### src/rtl/assert_macros.svh
`ifndef ASSERT_MACROS_SVH
`define ASSERT_MACROS_SVH

// ante must be followed by cons in the same cycle
`define PFB_ASSERT_IMP(label, clk, rst_n, ante, cons, msg) \
    label: assert property (@(posedge clk) disable iff (!rst_n) (ante) |-> (cons)) \
        else $error(msg);

// cond must never hold
`define PFB_ASSERT_NEVER(label, clk, rst_n, cond, msg) \
    label: assert property (@(posedge clk) disable iff (!rst_n) !(cond)) \
        else $error(msg);

`endif

### src/rtl/pfb_pkg.sv
package pfb_pkg;

    localparam logic [1:0] OP_SET_PIXEL = 2'd0;
    localparam logic [1:0] OP_FILL_RECT = 2'd1;
    localparam logic [1:0] OP_FILL_ALL  = 2'd2;
    localparam logic [1:0] OP_READ_BYTE = 2'd3;

    localparam logic [7:0] FULL_MASK = 8'hFF;
    localparam logic [3:0] PAGE_BITS = 4'd8;

    typedef struct packed {
        logic [1:0] operation;
        logic [7:0] x_first;
        logic [7:0] y_first;
        logic [7:0] x_second;
        logic [7:0] y_second;
        logic [7:0] pattern;
        logic       pixel_on;
        logic [4:0] read_page;
    } pfb_req_t;

    typedef struct packed {
        logic [7:0] read_byte;
        logic       status;
    } pfb_rsp_t;

    typedef struct packed {
        logic load_in;
        logic setup;
        logic setup_clear;
        logic rd_en;
        logic wr_en;
        logic advance;
        logic capture;
        logic load_out;
    } pfb_cmd_t;

    typedef struct packed {
        logic none;
        logic need_read;
        logic is_read;
        logic last;
        logic out_free;
    } pfb_sts_t;

    // rows lo..hi-1 of a page byte; hi runs 1..8
    function automatic logic [7:0] byte_mask(input logic [2:0] lo, input logic [3:0] hi);
        logic [7:0] below_hi;
        logic [7:0] below_lo;
        below_hi = hi[3] ? FULL_MASK : 8'((9'd1 << hi[2:0]) - 9'd1);
        below_lo = 8'((9'd1 << lo) - 9'd1);
        return below_hi & ~below_lo;
    endfunction

endpackage

### src/rtl/pfb_ctrl.sv
`include "assert_macros.svh"

module pfb_ctrl (
    input  logic              clk,
    input  logic              rst_n,
    input  logic              req_valid,
    output logic              req_stall,
    input  pfb_pkg::pfb_sts_t sts,
    output pfb_pkg::pfb_cmd_t cmd
);

    import pfb_pkg::*;

    typedef enum logic [2:0] {
        S_INIT,
        S_IDLE,
        S_SETUP,
        S_STEP,
        S_MERGE,
        S_FINISH
    } state_t;

    state_t state_reg, state_next;
    logic   clearing_reg, clearing_next;
    logic   stall_reg, stall_next;

    always_comb
    begin
        state_next    = state_reg;
        clearing_next = clearing_reg;
        cmd           = '0;
        unique case (state_reg)
            S_INIT:
            begin
                cmd.setup_clear = 1'b1;
                clearing_next   = 1'b1;
                state_next      = S_STEP;
            end
            S_IDLE:
            begin
                if (req_valid)
                begin
                    cmd.load_in = 1'b1;
                    state_next  = S_SETUP;
                end
            end
            S_SETUP:
            begin
                cmd.setup  = 1'b1;
                state_next = S_STEP;
            end
            S_STEP:
            begin
                if (sts.none)
                begin
                    state_next = S_FINISH;
                end
                else if (sts.need_read)
                begin
                    cmd.rd_en  = 1'b1;
                    state_next = S_MERGE;
                end
                else
                begin
                    cmd.wr_en = 1'b1;
                    if (sts.last)
                    begin
                        state_next    = clearing_reg ? S_IDLE : S_FINISH;
                        clearing_next = 1'b0;
                    end
                    else
                    begin
                        cmd.advance = 1'b1;
                    end
                end
            end
            S_MERGE:
            begin
                if (sts.is_read)
                begin
                    cmd.capture = 1'b1;
                    state_next  = S_FINISH;
                end
                else
                begin
                    cmd.wr_en = 1'b1;
                    if (sts.last)
                    begin
                        state_next = S_FINISH;
                    end
                    else
                    begin
                        cmd.advance = 1'b1;
                        state_next  = S_STEP;
                    end
                end
            end
            S_FINISH:
            begin
                if (sts.out_free)
                begin
                    cmd.load_out = 1'b1;
                    state_next   = S_IDLE;
                end
            end
            default:
            begin
                state_next = S_INIT;
            end
        endcase
        stall_next = (state_next != S_IDLE);
    end

    always_ff @(posedge clk or negedge rst_n)
    begin
        if (!rst_n)
        begin
            state_reg    <= S_INIT;
            clearing_reg <= 1'b0;
            stall_reg    <= 1'b1;
        end
        else
        begin
            state_reg    <= state_next;
            clearing_reg <= clearing_next;
            stall_reg    <= stall_next;
        end
    end

    assign req_stall = stall_reg;

    `PFB_ASSERT_NEVER(a_rd_wr_excl, clk, rst_n, cmd.rd_en && cmd.wr_en, "read and write together")
    `PFB_ASSERT_IMP(a_capture_after_rd, clk, rst_n, cmd.capture, $past(cmd.rd_en), "capture w/o read")
    `PFB_ASSERT_IMP(a_no_result_clear, clk, rst_n, clearing_reg, !cmd.load_out, "result while clearing")

endmodule

### config.mk
export PLATFORM = sky130hd
export DESIGN_NAME = pfb_ctrl
export DESIGN_NICKNAME = d
export VERILOG_FILES = /design/src/rtl/pfb_pkg.sv /design/src/rtl/pfb_ctrl.sv
export VERILOG_INCLUDE_DIRS = /design/src /design/src/rtl
export SDC_FILE = /design/constraint.sdc
export NUM_CORES = 1
export LEC_CHECK = 0
export BUFFER_PORTS_ARGS = -buffer_cell sky130_fd_sc_hd__clkbuf_2
export CORE_AREA = 2 2 39 41
export CTS_BUF_LIST = sky130_fd_sc_hd__clkbuf_8
export DETAILED_ROUTE_END_ITERATION = 10
export DIE_AREA = 0 0 41 43
export SYNTH_ARGS = -nofsm -noshare
export SYNTH_HDL_FRONTEND = slang
export SYNTH_SLANG_ARGS = --single-unit
### constraint.sdc
create_clock -name clk -period 1.45 [get_ports clk]
set_clock_uncertainty 0.05 [all_clocks]
set_input_delay 0.0725 -clock clk [delete_from_list [all_inputs] [get_ports clk]]
set_output_delay 0.0725 -clock clk [all_outputs]
set_load 0.05 [all_outputs]
==> qor.yml <==
status: "finished, violations left"
violations: "negative setup slack"
cp.required_ns: 1.33
wl_um: 1020
clkSinkCount: 5
clkPwrFrac_pct: 17.0
netlist_area_um2: 314
rows: 14
die-area_um2: 1760
worstReg2RegStart: "state_reg[0]"
io_pins: 17
finalPower_mw: 1.43
synth.area.top_cells: "dfrtp_1 (32%), dfstp_2 (8.4%), and4bb_2 (4.0%)"
finalSetupViolations: 6
grt_pass1_wl_um: 1520
grt_usage_pct: 13.6
clkTransAtPathRegs_ns: 0.03
layout_setup_ws_ns: -0.151
reg2reg_slack_ns: -0.12
die_height_um: 43
finalHoldViolCount: 0
antenna_left: 0
io_buffers: 16
leakage_nw: 0.318
yosys.area.top_type: "dfrtp_1"
initial_core_util_pct: 22.7
cts-root-buf: "clkbuf_8"
cts.htree.levels: 1
synth.top_cell.area_share_pct: 31.9
start_kind: "flop"
yosysSeqAreaShare_pct: 40.2
p_seq_share_pct: 18.8
p_switching_mw: 0.602
p_int_mw: 0.830
die_x_um: 41
cts_inserted_buffers: 3
grt_max_degree: 6
gp_congestion: 0.715
dp_cells: 72
reg2reg_depth: 4
reg2reg_to: "req_stall"
netSwitchingFraction_pct: 42.0
critPathKind: "flop to primary output"
antenna_cells: 0
firstDrtPassIters: 2
synth_seq_cells: 5
fmax_ghz: 0.625
syn-num-nets: 41
combPwrFrac_pct: 64.2
slew_headroom_pct: 81.7
coreArea_um2: 1380
cp-end-kind: "primary output"
hold_class: "input pin to flop"
vias: 364
period_share_pct: 110
max_cap_violations: 0
synth_warnings: 0
syn_area_per_cell_um2: 9.52
cp_max_fo: 4
vdd_drop_max_mv: 1.20
cts_tree: "built"
startpoint: "state_reg[1]"
hold_start: "sts[1]"
syn_to_final_growth_pct: 123
grt_overflow: 0
wl_per_cell_um: 12.5
grt_pass1_vias: 388
instances_no_fill: 81
drive_gt1_share_pct: 70.8
finalCriticalPeriod_ns: 1.60
yosys.cell_types.count: 24
worstSkewPairLatency_ns: 0.22
slew_viol_final: 0
drt-initial-drc-count: 2
avgViaCountPerCell: 4.49
antenna_found_initial: 0
power_per_cell_area_nw_per_um2: 2050
cp.arrival_ns: 1.48
place_hpwl_um: 758
final_nets: 74
drc: 0
syn_inst: 33
rsz0062_at_grt: "yes"
worst_slew_pin_slew_ns: 0.275
hold_path_depth: 3
max-clock-path-buffers: 2
stdcell_area_um2: 699
hold-path-endpoint: "clearing_reg"
placed_cell_area_um2: 523
largest_register_ff_count: 3
==> cell usage after synthesis, drive strengths merged <==
| master | n |
|---|---|
| a211oi | 1 |
| a21o | 1 |
| and2 | 1 |
| and3b | 1 |
| and4bb | 1 |
| dfrtp | 4 |
| dfstp | 1 |
| inv | 2 |
| nand2 | 2 |
| nand3b | 1 |
| nor2 | 3 |
| nor2b | 1 |
| nor3 | 2 |
| nor3b | 1 |
| o21ai | 2 |
| o21bai | 1 |
| o22ai | 2 |
| or2 | 1 |
| or2b | 1 |
| or3 | 2 |
| or3b | 2 |
==> cell usage in the layout (no fill, tap or decap), types with 2 or more instances in the layout <==
cell,instances
nand2_1,2
o21ai_0,2
nor2_4,3
clkbuf_8,5
clkbuf_2,8
buf_8,4
buf_4,10
inv_1,3
dfrtp_1,3
==> cell type report <==
class	count	area, um2
Timing Repair Buffer	28	251
Tap cell	16	20.0
Fill cell	132	684
Clock inverter	1	3.75
Sequential cell	5	128
Inverter	2	7.51
Clock buffer	3	41.3
Multi-Input combinational cell	26	248
==> through the flow <==
step	hold WS (ns)	utilization [%]	worst slack [ns]	TNS, ns
after floorplan	-0.273	-	-0.248	-0.409
after global placement	-0.161	37.8	-0.142	-0.232
after detailed placement	-0.158	37.8	-0.169	-0.285
after CTS	0.0984	48.9	-0.176	-0.644
after global routing	0.123	50.5	-0.183	-0.915
final	0.103	50.5	-0.151	-0.675
==> per-layer routing <==
layer	GRT usage [%]	share of wire [%]	up-vias
met1	14.2	40	173
met5	0	0	-
met2	22.8	56	9
met3	0	3.5	0
met4	12.0	0	0
li1	-	-	182
==> critical path, cell delays in order (launching register included) <==
cell and delay, ns:
dfrtp_2 0.42, or3b_4 0.43, buf_6 0.14, o21bai_4 0.11, buf_8 0.15
==> how the worst max path moves through the flow <==
stage | end | slack (ns) | cells past startpoint
6_report | cmd[3] | -0.15 | 4
3_3_place_gp | req_stall | -0.14 | 4
4_1_cts | cmd[3] | -0.18 | 4
2_1_floorplan | req_stall | -0.25 | 4
3_5_place_dp | req_stall | -0.17 | 4
5_1_grt | req_stall | -0.18 | 4
==> cells by family after synthesis <==
family / count (synthesis) / synth area share, %
compound gates: 7 / 16.3
buf+inv: 2 / 2.39
flops: 5 / 40.2
simple gates: 19 / 41.0
==> power by group through the flow <==
stage	Clock, mW	Sequential, mW	Combinational [mW]
finish	0.244	0.269	0.920
global route	0.259	0.277	0.968
CTS	0.255	0.268	0.871
detailed placement	0	0.275	0.697
global placement	0	0.273	0.683
floorplan	0	0.327	0.406
==> repair_timing <==
| item | 4_1_cts | 5_1_grt |
|---|---|---|
| endpoints found under the hold margin | 5 | 0 |
| setup endpoints to repair | 9 | 8 |
| hold buffers | 1 | 0 |
| setup buffers | 4 | 1 |
| pin swaps | 7 | 3 |
| gates resized for setup | 19 | 6 |
Power figures use the tool's default switching activity.
